==> config.mk <==
export PLATFORM = sky130hd
export DESIGN_NAME = hmi_to_midi_track_transcoder_top
export DESIGN_NICKNAME = d
export VERILOG_FILES = /design/src/hdl/hmtt_pkg.sv /design/src/hdl/hmi_to_midi_track_transcoder_top.sv /design/src/hdl/hmtt_conv.sv
export SDC_FILE = /design/constraint.sdc
export NUM_CORES = 1
export LEC_CHECK = 0
export BUFFER_PORTS_ARGS = -buffer_cell sky130_fd_sc_hd__buf_4
export CAP_MARGIN = 20
export CORE_MARGIN = 5
export CORE_UTILIZATION = 40
export CTS_CLUSTER_DIAMETER = 30
export CTS_CLUSTER_SIZE = 24
export DETAILED_ROUTE_END_ITERATION = 16
export GPL_ROUTABILITY_DRIVEN = 0
export PLACE_DENSITY = 0.61
export SLEW_MARGIN = 20
export SYNTH_ARGS = -nofsm -noshare
export SYNTH_HDL_FRONTEND = slang
export SYNTH_HIERARCHICAL = 1
export SYNTH_SLANG_ARGS = --single-unit
==> constraint.sdc <==
create_clock -name clk -period 4.4 [get_ports clk]
set_input_delay 0.88 -clock clk [delete_from_list [all_inputs] [get_ports clk]]
set_output_delay 0.88 -clock clk [all_outputs]
set_load 0.1 [all_outputs]
==> src/hdl/hmtt_pkg.sv <==
// shared types, constants and helpers of the track transcoder
package hmtt_pkg;

  // results one input byte may cause, and the width of a burst count
  localparam int MAX_RESULTS = 8;
  localparam int CNT_W = $clog2(MAX_RESULTS + 1);

  // marker bytes
  localparam logic [7:0] META_MARK = 8'hFF;
  localparam logic [7:0] META_END_KIND = 8'h2F;
  localparam logic [7:0] TOP_BIT = 8'h80;
  localparam logic [6:0] LOW7 = 7'h7F;

  // appended end-of-track sequence
  localparam logic [7:0] END_SEQ [4] = '{8'h00, 8'hFF, 8'h2F, 8'h00};

  // event length in bytes, status included, for commands 8x to Fx
  localparam logic [1:0] CMD_LENGTH [8] = '{2'd3, 2'd3, 2'd3, 2'd3, 2'd2, 2'd2, 2'd3, 2'd0};

  // meta length field width
  localparam int META_W = 28;

  typedef enum logic [2:0] {
    PH_DELTA     = 3'd0,
    PH_STATUS    = 3'd1,
    PH_META_TYPE = 3'd2,
    PH_META_LEN  = 3'd3,
    PH_META_BODY = 3'd4,
    PH_DATA      = 3'd5
  } phase_t;

  // conversion state apart from the delta accumulator
  typedef struct packed {
    phase_t              phase;
    logic [2:0]          group_count;
    logic [7:0]          running_status;
    logic [1:0]          data_left;
    logic [META_W-1:0]   meta_left;
    logic [7:0]          meta_kind;
    logic                stopped;
  } conv_state_t;

  localparam conv_state_t STATE_RESET = '{
    phase:          PH_DELTA,
    group_count:    3'd0,
    running_status: 8'h00,
    data_left:      2'd0,
    meta_left:      '0,
    meta_kind:      8'h00,
    stopped:        1'b0
  };

  // data bytes that follow a status byte
  function automatic logic [1:0] data_bytes_for(input logic [7:0] status);
    logic [1:0] n;
    n = 2'd0;
    if (status[7] && (status[7:4] != 4'hF)) begin
      n = CMD_LENGTH[status[6:4]] - 2'd1;
    end
    return n;
  endfunction

endpackage

==> src/hdl/hmi_to_midi_track_transcoder_top.sv <==
// top level of the track transcoder: state, burst register and handshakes
//
// Takes one byte of a compact sequencer track per transfer and gives the bytes
// of a standard MIDI track body, one per output transfer. Each input byte is
// converted in the cycle it is taken, and the bytes it causes (0 to 8) are held
// in a burst register that drains one byte per cycle while out_ready is high.
// A byte with no result or one result never holds the input, so the sustained
// rate is one byte per cycle while out_ready is high; after more results the
// next byte is taken in the cycle the last of them transfers. run_last marks
// the last byte of each burst, track_end the final byte of the end-of-track
// sequence 00 FF 2F 00 appended after a byte marked last_byte. track_active
// resets to 1; write it by cfg_we / cfg_wdata only while idle (not enforced).
module hmi_to_midi_track_transcoder_top #(
  parameter int MAX_DELTA_GROUPS = 4
) (
  input  logic       clk,
  input  logic       rst,
  input  logic       cfg_we,
  input  logic       cfg_wdata,
  input  logic       in_valid,
  output logic       in_ready,
  input  logic [7:0] in_byte,
  input  logic       last_byte,
  output logic       out_valid,
  input  logic       out_ready,
  output logic [7:0] out_byte,
  output logic       run_last,
  output logic       track_end
);
  import hmtt_pkg::*;

  localparam int CW = $clog2(MAX_DELTA_GROUPS + 1);
  localparam int AW = 7 * MAX_DELTA_GROUPS;

  logic                             track_active;
  conv_state_t                      st;
  conv_state_t                      st_next;
  logic [AW-1:0]                    accum;
  logic [AW-1:0]                    accum_next;
  logic [MAX_DELTA_GROUPS-1:0][7:0] emit_bytes;
  logic [CW-1:0]                    emit_count;

  logic [7:0]                       burst [MAX_RESULTS];
  logic [7:0]                       burst_next [MAX_RESULTS];
  logic [CNT_W-1:0]                 count;
  logic [CNT_W-1:0]                 count_next;
  logic [CNT_W:0]                   total;
  logic [CNT_W:0]                   pos;
  logic                             ended;
  logic                             in_xfer;
  logic                             out_xfer;

  hmtt_conv #(
    .MAX_DELTA_GROUPS(MAX_DELTA_GROUPS)
  ) u_conv (
    .st          (st),
    .accum       (accum),
    .in_byte     (in_byte),
    .last_byte   (last_byte),
    .track_active(track_active),
    .st_next     (st_next),
    .accum_next  (accum_next),
    .emit_bytes  (emit_bytes),
    .emit_count  (emit_count)
  );

  // handshakes: take a byte once the burst is empty or its last byte leaves
  assign out_valid = (count != '0);
  assign in_ready  = (count == '0) || ((count == CNT_W'(1)) && out_ready);
  assign in_xfer   = in_valid && in_ready;
  assign out_xfer  = out_valid && out_ready;

  // assemble the burst: converted bytes, then the end-of-track sequence
  always_comb begin
    pos = '0;
    for (int i = 0; i < MAX_RESULTS; i++) begin
      burst_next[i] = 8'h00;
    end
    for (int j = 0; j < MAX_DELTA_GROUPS; j++) begin
      burst_next[j] = emit_bytes[j];
    end
    if (last_byte) begin
      for (int e = 0; e < 4; e++) begin
        pos = (CNT_W + 1)'(emit_count) + (CNT_W + 1)'(e);
        if (pos < (CNT_W + 1)'(MAX_RESULTS)) begin
          burst_next[pos[CNT_W-2:0]] = END_SEQ[e];
        end
      end
    end
    total = (CNT_W + 1)'(emit_count) + (last_byte ? (CNT_W + 1)'(4) : '0);
    if (total > (CNT_W + 1)'(MAX_RESULTS)) begin
      count_next = CNT_W'(MAX_RESULTS);
    end else begin
      count_next = total[CNT_W-1:0];
    end
  end

  // control state
  always_ff @(posedge clk) begin
    if (rst) begin
      track_active <= 1'b1;
      st           <= STATE_RESET;
      accum        <= '0;
      count        <= '0;
    end else begin
      if (cfg_we) begin
        track_active <= cfg_wdata;
      end
      if (in_xfer) begin
        st    <= st_next;
        accum <= accum_next;
        count <= count_next;
      end else if (out_xfer) begin
        count <= count - CNT_W'(1);
      end
    end
  end

  // burst payload: load on input transfer, shift on output transfer
  always_ff @(posedge clk) begin
    if (in_xfer) begin
      burst <= burst_next;
      ended <= last_byte;
    end else if (out_xfer) begin
      for (int i = 0; i < MAX_RESULTS - 1; i++) begin
        burst[i] <= burst[i+1];
      end
    end
  end

  // result outputs
  assign out_byte  = burst[0];
  assign run_last  = (count == CNT_W'(1));
  assign track_end = run_last && ended;

`ifndef SYNTHESIS
  // a last byte always leaves the end-of-track sequence in the burst
  a_last_gives_end: assert property (@(posedge clk) disable iff (rst)
    (in_xfer && last_byte) |=> (out_valid && ended && (count >= CNT_W'(4))))
    else $error("end-of-track sequence missing after last byte");

  // a track boundary leaves the converter in its reset phase
  a_boundary_reset: assert property (@(posedge clk) disable iff (rst)
    (in_xfer && last_byte) |=> ((st.phase == PH_DELTA) && !st.stopped &&
                                (st.running_status == 8'h00) && (accum == '0)))
    else $error("conversion state not cleared at track boundary");

  // no new byte is taken while more than one result is still waiting
  a_no_overrun: assert property (@(posedge clk) disable iff (rst)
    (count > CNT_W'(1)) |-> !in_ready)
    else $error("input taken over a pending burst");

  // a burst shrinks by exactly one per output transfer that takes no new byte
  a_drain_step: assert property (@(posedge clk) disable iff (rst)
    (out_xfer && !in_xfer) |=> (count == $past(count) - CNT_W'(1)))
    else $error("burst count out of step");
`endif

endmodule

==> src/hdl/hmtt_conv.sv <==
// per-byte conversion step: next state and the converted bytes of one input byte
module hmtt_conv #(
  parameter int MAX_DELTA_GROUPS = 4
) (
  input  hmtt_pkg::conv_state_t                 st,
  input  logic [7*MAX_DELTA_GROUPS-1:0]         accum,
  input  logic [7:0]                            in_byte,
  input  logic                                  last_byte,
  input  logic                                  track_active,
  output hmtt_pkg::conv_state_t                 st_next,
  output logic [7*MAX_DELTA_GROUPS-1:0]         accum_next,
  output logic [MAX_DELTA_GROUPS-1:0][7:0]      emit_bytes,
  output logic [$clog2(MAX_DELTA_GROUPS+1)-1:0] emit_count
);
  import hmtt_pkg::*;

  localparam int CW = $clog2(MAX_DELTA_GROUPS + 1);
  localparam int HW = $clog2(MAX_DELTA_GROUPS);
  localparam int AW = 7 * MAX_DELTA_GROUPS;

  logic [AW-1:0]               acc_add;
  logic [2:0]                  gc_add;
  logic [HW-1:0]               hi;
  logic [MAX_DELTA_GROUPS-1:0][7:0] delta_bytes;
  logic [CW-1:0]               delta_count;
  logic [META_W-1:0]           ml;
  logic [1:0]                  dl;
  conv_state_t                 st_conv;
  logic [AW-1:0]               acc_conv;

  // fold the current byte into the delta accumulator
  always_comb begin
    acc_add = accum;
    gc_add  = st.group_count;
    if (st.group_count < 3'(MAX_DELTA_GROUPS)) begin
      gc_add = st.group_count + 3'd1;
      for (int g = 0; g < MAX_DELTA_GROUPS; g++) begin
        if (st.group_count == 3'(g)) begin
          acc_add[7*g +: 7] = accum[7*g +: 7] | in_byte[6:0];
        end
      end
    end
  end

  // big-endian groups of the delta, leading zero groups suppressed
  always_comb begin
    hi = '0;
    for (int g = 1; g < MAX_DELTA_GROUPS; g++) begin
      if (acc_add[7*g +: 7] != 7'd0) begin
        hi = HW'(g);
      end
    end
    delta_bytes = '0;
    for (int g = 0; g < MAX_DELTA_GROUPS; g++) begin
      if (HW'(g) <= hi) begin
        delta_bytes[hi - HW'(g)] = {(g != 0), acc_add[7*g +: 7]};
      end
    end
    delta_count = CW'(hi) + CW'(1);
  end

  // phase sequencer
  always_comb begin
    st_conv    = st;
    acc_conv   = accum;
    emit_bytes = '0;
    emit_count = '0;
    ml         = st.meta_left;
    dl         = st.data_left;
    unique case (st.phase)
      PH_DELTA: begin
        acc_conv             = acc_add;
        st_conv.group_count  = gc_add;
        if (in_byte[7]) begin
          emit_bytes          = delta_bytes;
          emit_count          = delta_count;
          acc_conv            = '0;
          st_conv.group_count = 3'd0;
          st_conv.phase       = PH_STATUS;
        end
      end
      PH_STATUS: begin
        if (in_byte == META_MARK) begin
          st_conv.phase = PH_META_TYPE;
        end else if (in_byte[7]) begin
          st_conv.running_status = in_byte;
          emit_bytes[0]          = in_byte;
          emit_count             = CW'(1);
          dl                     = data_bytes_for(in_byte);
          st_conv.data_left      = dl;
          st_conv.phase          = (dl != 2'd0) ? PH_DATA : PH_DELTA;
        end else if (st.running_status == 8'h00) begin
          st_conv.stopped = 1'b1;
        end else begin
          emit_bytes[0] = st.running_status;
          dl            = data_bytes_for(st.running_status);
          if (dl == 2'd0) begin
            // status without data: the byte opens the next delta
            emit_count          = CW'(1);
            st_conv.phase       = PH_DELTA;
            acc_conv            = acc_add;
            st_conv.group_count = gc_add;
          end else begin
            emit_bytes[1]     = in_byte;
            emit_count        = CW'(2);
            st_conv.data_left = dl - 2'd1;
            st_conv.phase     = (dl != 2'd1) ? PH_DATA : PH_DELTA;
          end
        end
      end
      PH_META_TYPE: begin
        st_conv.meta_kind = in_byte;
        emit_bytes[0]     = META_MARK;
        emit_bytes[1]     = in_byte;
        emit_count        = CW'(2);
        st_conv.meta_left = '0;
        st_conv.phase     = PH_META_LEN;
      end
      PH_META_LEN: begin
        emit_bytes[0]     = in_byte;
        emit_count        = CW'(1);
        ml                = {st.meta_left[META_W-8:0], in_byte[6:0]};
        st_conv.meta_left = ml;
        if (!in_byte[7]) begin
          if (ml != '0) begin
            st_conv.phase = PH_META_BODY;
          end else if (st.meta_kind == META_END_KIND) begin
            st_conv.stopped = 1'b1;
          end else begin
            st_conv.phase = PH_DELTA;
          end
        end
      end
      PH_META_BODY: begin
        emit_bytes[0]     = in_byte;
        emit_count        = CW'(1);
        ml                = st.meta_left - META_W'(1);
        st_conv.meta_left = ml;
        if (ml == '0) begin
          if (st.meta_kind == META_END_KIND) begin
            st_conv.stopped = 1'b1;
          end else begin
            st_conv.phase = PH_DELTA;
          end
        end
      end
      PH_DATA: begin
        emit_bytes[0]     = in_byte;
        emit_count        = CW'(1);
        dl                = st.data_left - 2'd1;
        st_conv.data_left = dl;
        if (dl == 2'd0) begin
          st_conv.phase = PH_DELTA;
        end
      end
      default: begin
        st_conv.phase = PH_DELTA;
      end
    endcase

    // inactive or stopped track ignores the byte
    if (!track_active || st.stopped) begin
      st_conv    = st;
      acc_conv   = accum;
      emit_bytes = '0;
      emit_count = '0;
    end
  end

  // a track boundary returns everything to reset
  always_comb begin
    st_next    = st_conv;
    accum_next = acc_conv;
    if (last_byte) begin
      st_next    = STATE_RESET;
      accum_next = '0;
    end
  end

endmodule
# Word-level counts from Yosys, hierarchy flattened
# Memories as Yosys holds them, arrays and structs flattened.
# Index checks and enable logic that the tools add are counted.
[word_totals]
n_memories = 2
ff_bits = 151
wordCells = 277
rom_bits = 32
out_inout_bits = 12
[mem_list]
columns = ["name", "depth", "word_bits", "rd", "rd_ports_with_merged_regs", "wr", "line_no", "rtl"]
rows = [
  ["(name not given)", 8, 2, 1, 0, 0, "hmtt_pkg.sv:58", "n = CMD_LENGTH[status[6:4]] - 2'd1;"],
  ["(name not given)", 8, 2, 1, 0, 0, "hmtt_pkg.sv:58", ""],
]
[classes]
n_eq_ne = 29
addsub = 15
magnitude_cmp = 28
muxes = 119
reduce_logical = 46
bitwise_logic = 19
[op_table]
columns = ["operator", "count"]
rows = [
  ["64-bit 2-to-1 mux", 8],
  ["28-bit 2-to-1 mux", 8],
  ["32-bit 2-to-1 mux", 6],
  ["64-bit AND", 2],
  ["64-bit inverter", 2],
  ["56-bit 2-to-1 mux", 2],
  ["53-bit 2-to-1 mux", 2],
  ["8-bit 2-to-1 mux", 13],
  ["32-bit bitwise mux", 3],
  ["8-bit demux with 3-bit select", 4],
  ["28-bit case mux with 3 select lines", 1],
  ["8-bit demux with 2-bit select", 4],
  ["64-bit OR", 1],
  ["3-bit 2-to-1 mux", 19],
  ["28-bit case mux with 2 select lines", 1],
  ["16-bit 2-to-1 mux", 3],
  ["40-bit OR", 1],
  ["2-bit 2-to-1 mux", 19],
  ["7-bit 2-to-1 mux", 5],
  ["31-bit by 32-bit AND with 32-bit output", 1],
  ["8-bit case mux with 4 select lines", 1],
  ["28-bit logical NOT", 1],
  ["7-bit OR", 4],
  ["28-bit nonzero test", 1],
  ["61 further kinds", 144],
]

# Longest topological paths before layout
[depth]
word_depth = 36
depth_mapped = 19
ltp_nobuf = 15

# Modules after synthesis
# Netlist, hierarchy kept.
[modules_own_cells]
columns = ["mod", "area_per_inst_um2", "cells_each", "instances"]
rows = [
  ["hmi_to_midi_track_transcoder_top", 5506.5, 616, 1],
  ["hmtt_conv", 3936.3, 666, 1],
]

# Worst setup path after synthesis
# OpenSTA, ideal clock, no wires.
[synth_path]
path_type = "input to register"
start = "input in_byte[3]"
end = "register burst[32] (netlist name) (data pin)"
setup_time_ns = 0.277
cell_stages = 14
arrival_time_ns = 4.273
slack_ns = -0.150
path_buffers = 2
path_cell_list = "or4_1 or3_4 a21o_4 buf_6 nor2_1 o21ai_0 a21oi_1 clkbuf_1 inv_1 ha_1 nor2_1 nand2_1 o311ai_1 o211ai_1"
[synth_between]
word_cells_on_any_way = 103
classes_between = "add/sub (7); order compare (24); eq/ne (1); mux (46); bitwise (14); reduce/logical (11)"
[synth_rtl]
columns = ["element", "line_no", "rtl"]
rows = [
  ["from (decl)", "hmi_to_midi_track_transcoder_top.sv:22", "input logic [7:0] in_byte,"],
  ["7-bit OR", "hmtt_conv.sv:39", "acc_add[7*g +: 7] = accum[7*g +: 7] | in_byte[6:0];"],
  ["7-bit 2-to-1 mux", "hmtt_conv.sv:38", "if (st.group_count == 3'(g)) begin"],
  ["28-bit 2-to-1 mux", "hmtt_conv.sv:35", "if (st.group_count < 3'(MAX_DELTA_GROUPS)) begin"],
  ["7-bit nonzero test", "hmtt_conv.sv:49", "if (acc_add[7*g +: 7] != 7'd0) begin"],
  ["1-bit 2-to-1 mux", "hmtt_conv.sv:49", ""],
  ["2-bit 2-to-1 mux (2 in series)", "hmtt_conv.sv:49", ""],
  ["2-bit by 1-bit adder with 3-bit output", "hmtt_conv.sv:59", "delta_count = CW'(hi) + CW'(1);"],
  ["3-bit 2-to-1 mux", "hmtt_conv.sv:74", "if (in_byte[7]) begin"],
  ["3-bit case mux with 4 select lines *", "hmtt_conv.sv:70", "unique case (st.phase)"],
  ["3-bit 2-to-1 mux *", "hmtt_conv.sv:162", "if (!track_active || st.stopped) begin"],
  ["via emit_count[0]", "hmi_to_midi_track_transcoder_top.sv:41", "logic [CW-1:0] emit_count;"],
  ["parallel branches: the longest is 16 deep, another holds 3-bit by 1-bit adder with 4-bit output", "n/a", ""],
  ["64-bit 2-to-1 mux *", "hmi_to_midi_track_transcoder_top.sv:85", "if (pos < (CNT_W + 1)'(MAX_RESULTS)) begin"],
  ["64-bit 2-to-1 mux *", "hmi_to_midi_track_transcoder_top.sv:82", "if (last_byte) begin"],
  ["56-bit 2-to-1 mux *", "hmi_to_midi_track_transcoder_top.sv:121", "if (in_xfer) begin"],
  ["to (signal assigned)", "hmi_to_midi_track_transcoder_top.sv:122", "burst <= burst_next;"],
  ["to (signal, indexed assignment)", "hmi_to_midi_track_transcoder_top.sv:126", "burst[i] <= burst[i+1];"],
  ["to (decl)", "hmi_to_midi_track_transcoder_top.sv:43", "logic [7:0] burst [MAX_RESULTS];"],
]
# Mark *: on every way through the listed nets, which the timed path passes. The select of a mux whose other input is x is not followed.
# A chain may end at the register's enable or synchronous reset.

# Final worst setup path
[layout_path]
start = "input in_byte[3]"
end = "register burst[38] (netlist name) (data pin)"
[layout_between]
word_cells_on_any_way = 104
classes_between = "add/sub (7); order compare (24); eq/ne (1); mux (46); bitwise (15); reduce/logical (11)"
[layout_rtl]
columns = ["element", "line_no"]
rows = [
  ["7-bit OR", "hmtt_conv.sv:39"],
  ["7-bit 2-to-1 mux", "hmtt_conv.sv:38"],
  ["28-bit 2-to-1 mux", "hmtt_conv.sv:35"],
  ["7-bit nonzero test", "hmtt_conv.sv:49"],
  ["1-bit 2-to-1 mux", "hmtt_conv.sv:49"],
  ["2-bit 2-to-1 mux (2 in series)", "hmtt_conv.sv:49"],
  ["2-bit by 1-bit adder with 3-bit output", "hmtt_conv.sv:59"],
  ["3-bit 2-to-1 mux", "hmtt_conv.sv:74"],
  ["3-bit case mux with 4 select lines *", "hmtt_conv.sv:70"],
  ["3-bit 2-to-1 mux *", "hmtt_conv.sv:162"],
  ["via emit_count[0]", "hmi_to_midi_track_transcoder_top.sv:41"],
  ["parallel branches: the longest is 16 deep, another holds 3-bit by 1-bit adder with 4-bit output", "n/a"],
  ["64-bit 2-to-1 mux *", "hmi_to_midi_track_transcoder_top.sv:85"],
  ["64-bit 2-to-1 mux *", "hmi_to_midi_track_transcoder_top.sv:82"],
  ["56-bit 2-to-1 mux *", "hmi_to_midi_track_transcoder_top.sv:121"],
]
# Marks and branches as above.

==> flow_metrics.env <==
export IMPL_status="finished clean"
export IMPL_ctsResizeCount=0
export IMPL_worstPathMaxFanout=13
export IMPL_p_total_mw=5.36
export IMPL_hp_start="accum[3]"
export IMPL_pwr_share_clk_pct=25.9
export IMPL_crit_required_ns=4.63
export IMPL_cts_setup_buffers=0
export IMPL_min_to="accum[3]"
export IMPL_reg2reg_slack_ns=0.50
export IMPL_slew_headroom_pct=33.1
export IMPL_synth_edf_count=41
export IMPL_synth_top_area_share_pct=18.2
export IMPL_drive_above_1_share_pct=12.3
export IMPL_grt_max_degree=87
export IMPL_layout_min_cycle_time_ns=4.01
export IMPL_p_per_area_mw_per_mm2=514
export IMPL_synth_fp_nets=1310
export IMPL_yosys_most_used_dff="dfxtp_1"
export IMPL_dpl_worst_slack_ns=0.0233
export IMPL_num_nets_final=1294
export IMPL_combPwrFrac_pct=43.2
export IMPL_holdPathStages=2
export IMPL_synth_area_leaders="dfxtp_1 18%, edfxtp_1 13%, nand2_1 10%"
export IMPL_drt_iter0_drc=1082
export IMPL_rsz0062_at_grt="no"
export IMPL_viasPerCell=5.94
export IMPL_drc=0
export IMPL_p_switching_mw=2.37
export IMPL_ir_drop_uv=414
export IMPL_syn_inst=1282
export IMPL_fill_cells=2346
export IMPL_syn2layout_area_growth_pct=10.3
export IMPL_die_area_mm2=0.0268
export IMPL_routed_wl_um=29300
export IMPL_io_buffers=26
export IMPL_worst_pin_slew_ns=1.00
export IMPL_post_route_period_util_pct=91.1
export IMPL_clock_latency_ns=0.43
export IMPL_power_frac_seq_pct=30.9
export IMPL_syn_cell_area_mm2=0.00944
export IMPL_rows=56
export IMPL_reg2reg_depth=15
export IMPL_vias=9485
export IMPL_die_y_um=164
export IMPL_ant_nets=0
export IMPL_yosysSeqAreaShare_pct=31.3
export IMPL_numCtsBuffers=17
export IMPL_ctsHoldBuffers=0
export IMPL_start_kind="input port"
export IMPL_wl_per_cell_um=18.4
export IMPL_skew_ns=0.0115
export IMPL_holdWs_ns=0.469
export IMPL_rr_startpoint="st[48]"
export IMPL_seq_area_mm2=0.00295
export IMPL_core_area_mm2=0.0233
export IMPL_intPower_mw=2.99
export IMPL_hold_viol=0
export IMPL_async_reset_ff_share_pct=0
export IMPL_htreeDepth=4
export IMPL_cts_root_buf="clkbuf_16"
export IMPL_overflow=0
export IMPL_ys_types=98
export IMPL_cp_end_kind="flip-flop"
export IMPL_p_sw_share_pct=44.2
export IMPL_fp_dieW_um=164
export IMPL_drv_cap=0
export IMPL_finalMaxSlewViolations=0
export IMPL_antenna_found_initial=0
export IMPL_fin_setup_tns_ns=0
export IMPL_finalSetupViolations=0
export IMPL_postSynthAreaPerCell_um2=7.37
export IMPL_initial_core_util_pct=40.5
export IMPL_fmax_mhz=249
export IMPL_yosys_warnings=6
export IMPL_layout_setup_ws_ns=0.391
export IMPL_cp_arrival_ns=4.24
export IMPL_criticalPathCategory="in -> reg"
export IMPL_n_antenna_cell=0
export IMPL_grt_use_total_pct=22.2
export IMPL_synth_top_area_cell="dfxtp_1"
export IMPL_grt_pass1_wl_um=48000
export IMPL_path_clk_slew_ns=0.06
export IMPL_multi_input_area_mm2=0.00580
export IMPL_cts_tree="yes"
export IMPL_grt_pass1_vias=8839
export IMPL_clkSinkCount=127
export IMPL_ys_ff_latch=127
export IMPL_cp_startpoint="in_byte[3]"
export IMPL_worstHoldPathType="reg -> reg"
export IMPL_dr_pass1_iters=5
export IMPL_clockBufferDepth=2
export IMPL_ios=27
export IMPL_power_leakage_nw=3.60
export IMPL_place_detailed_hpwl_um=19500
export IMPL_r2r_end="burst[38]"
## placed cells by master (no fill, tap or decap), types with 7 or more instances in the layout
| cell type | instances |
|---|---|
| edfxtp_1 | 41 |
| a211oi_1 | 12 |
| nand3_1 | 23 |
| a32o_1 | 11 |
| ha_1 | 13 |
| o211ai_1 | 10 |
| a221oi_1 | 15 |
| and2_1 | 8 |
| nand4_1 | 12 |
| nor3_1 | 46 |
| nor2_1 | 113 |
| a22oi_1 | 14 |
| clkbuf_16 | 17 |
| o31ai_1 | 8 |
| o21ai_0 | 63 |
| a21oi_1 | 183 |
| o22a_1 | 8 |
| nor3b_1 | 16 |
| nor4_1 | 13 |
| buf_4 | 76 |
| nor2b_1 | 15 |
| a221o_1 | 8 |
| mux2i_1 | 9 |
| nand2_1 | 252 |
| o22ai_1 | 9 |
| and3_1 | 7 |
| inv_1 | 33 |
| or3_1 | 7 |
| dfxtp_1 | 86 |
## power groups by stage
| stage | Combinational, mW | Clock, mW | Sequential (mW) |
|---|---|---|---|
| after floorplan | 1.83 | 0 | 1.63 |
| after global placement | 2.27 | 0 | 1.68 |
| after detailed placement | 2.30 | 0 | 1.68 |
| final | 2.31 | 1.39 | 1.66 |
| after global routing | 2.51 | 1.47 | 1.68 |
| after CTS | 2.31 | 1.41 | 1.66 |
## synth_stat cells, types with 8 or more instances
master,instances
a211oi_1,12
a21oi_1,184
a221o_1,8
a221oi_1,15
a22oi_1,14
a32o_1,11
and2_1,8
buf_2,17
buf_4,13
buf_6,8
clkbuf_1,62
dfxtp_1,86
edfxtp_1,41
ha_1,13
inv_1,33
mux2i_1,9
nand2_1,252
nand3_1,23
nand4_1,12
nor2_1,113
nor2b_1,15
nor3_1,47
nor3b_1,16
nor4_1,13
o211ai_1,10
o21ai_0,64
o22a_1,8
o22ai_1,9
o31ai_1,8
## registers in the layout, summed over array words and instances, names as in the netlist
name / flops
st: 53
burst: 32
accum: 28
out_byte: 8
count: 4
ended: 1
track_active: 1
## through the flow
stage	area [um2]	cells	util (%)
finish	10400	1598	44.6
global route	10400	1598	44.6
CTS	10400	1598	44.6
detailed placement	9850	1566	42.2
global placement	9840	1566	42.2
floorplan	9450	1282	-
## per-layer routing
metal | track usage [%] | part of all wire (%) | wire length (um) | vias to the layer above
met5 | 0 | 0 | 0 | -
li1 | - | - | - | 4597
met2 | 35.3 | 45 | 13300 | 331
met1 | 30.5 | 46 | 13400 | 4500
met3 | 4.16 | 6.6 | 1930 | 57
met4 | 7.13 | 2.2 | 648 | 0
## worst max-delay path: stages
cell and delay (ns):
buf_4 0.11, or4_1 0.50, or3_4 0.39, a21o_4 0.23
nor2_1 0.12, o21ai_0 0.11, a21oi_1 0.30, inv_1 0.11
ha_1 0.52, nand3b_1 0.25, nor4_1 0.26, a21oi_1 0.11
a221oi_1 0.34
## worst max-delay path by stage
stage / slack (ns) / to
2_1_floorplan: 0.01 / burst[40]
4_1_cts: 0.46 / burst[38]
3_3_place_gp: 0.05 / burst[46]
3_5_place_dp: 0.02 / burst[38]
6_report: 0.39 / burst[38]
5_1_grt: 0.07 / out_byte[1]
## kinds of logic (layout without fill, tap and decap cells)
family                     count (synthesis)  count (layout)  synth area share (%)
muxes                                     11              11                  1.19
and+or+nand+nor                          562             562                  28.7
other                                      1               1                0.0397
DFF                                      127             127                  31.3
AOI/OAI and AO/OA                        412             412                  28.4
buffers and inverters                    145             142                  7.69
adders and majority gates                 13              13                  1.72
xor gates and xnor gates                  11              11                  1.02
## area by class of cell
class	instances	area share [%]
multi-input combinational	1010	55.7
clock inverter	13	1.27
sequential	127	28.4
tap	319	3.83
inverter	34	1.24
clock buffer	19	4.16
timing repair buffer	76	5.48
No activity file was read; power rests on OpenSTA's default activity.
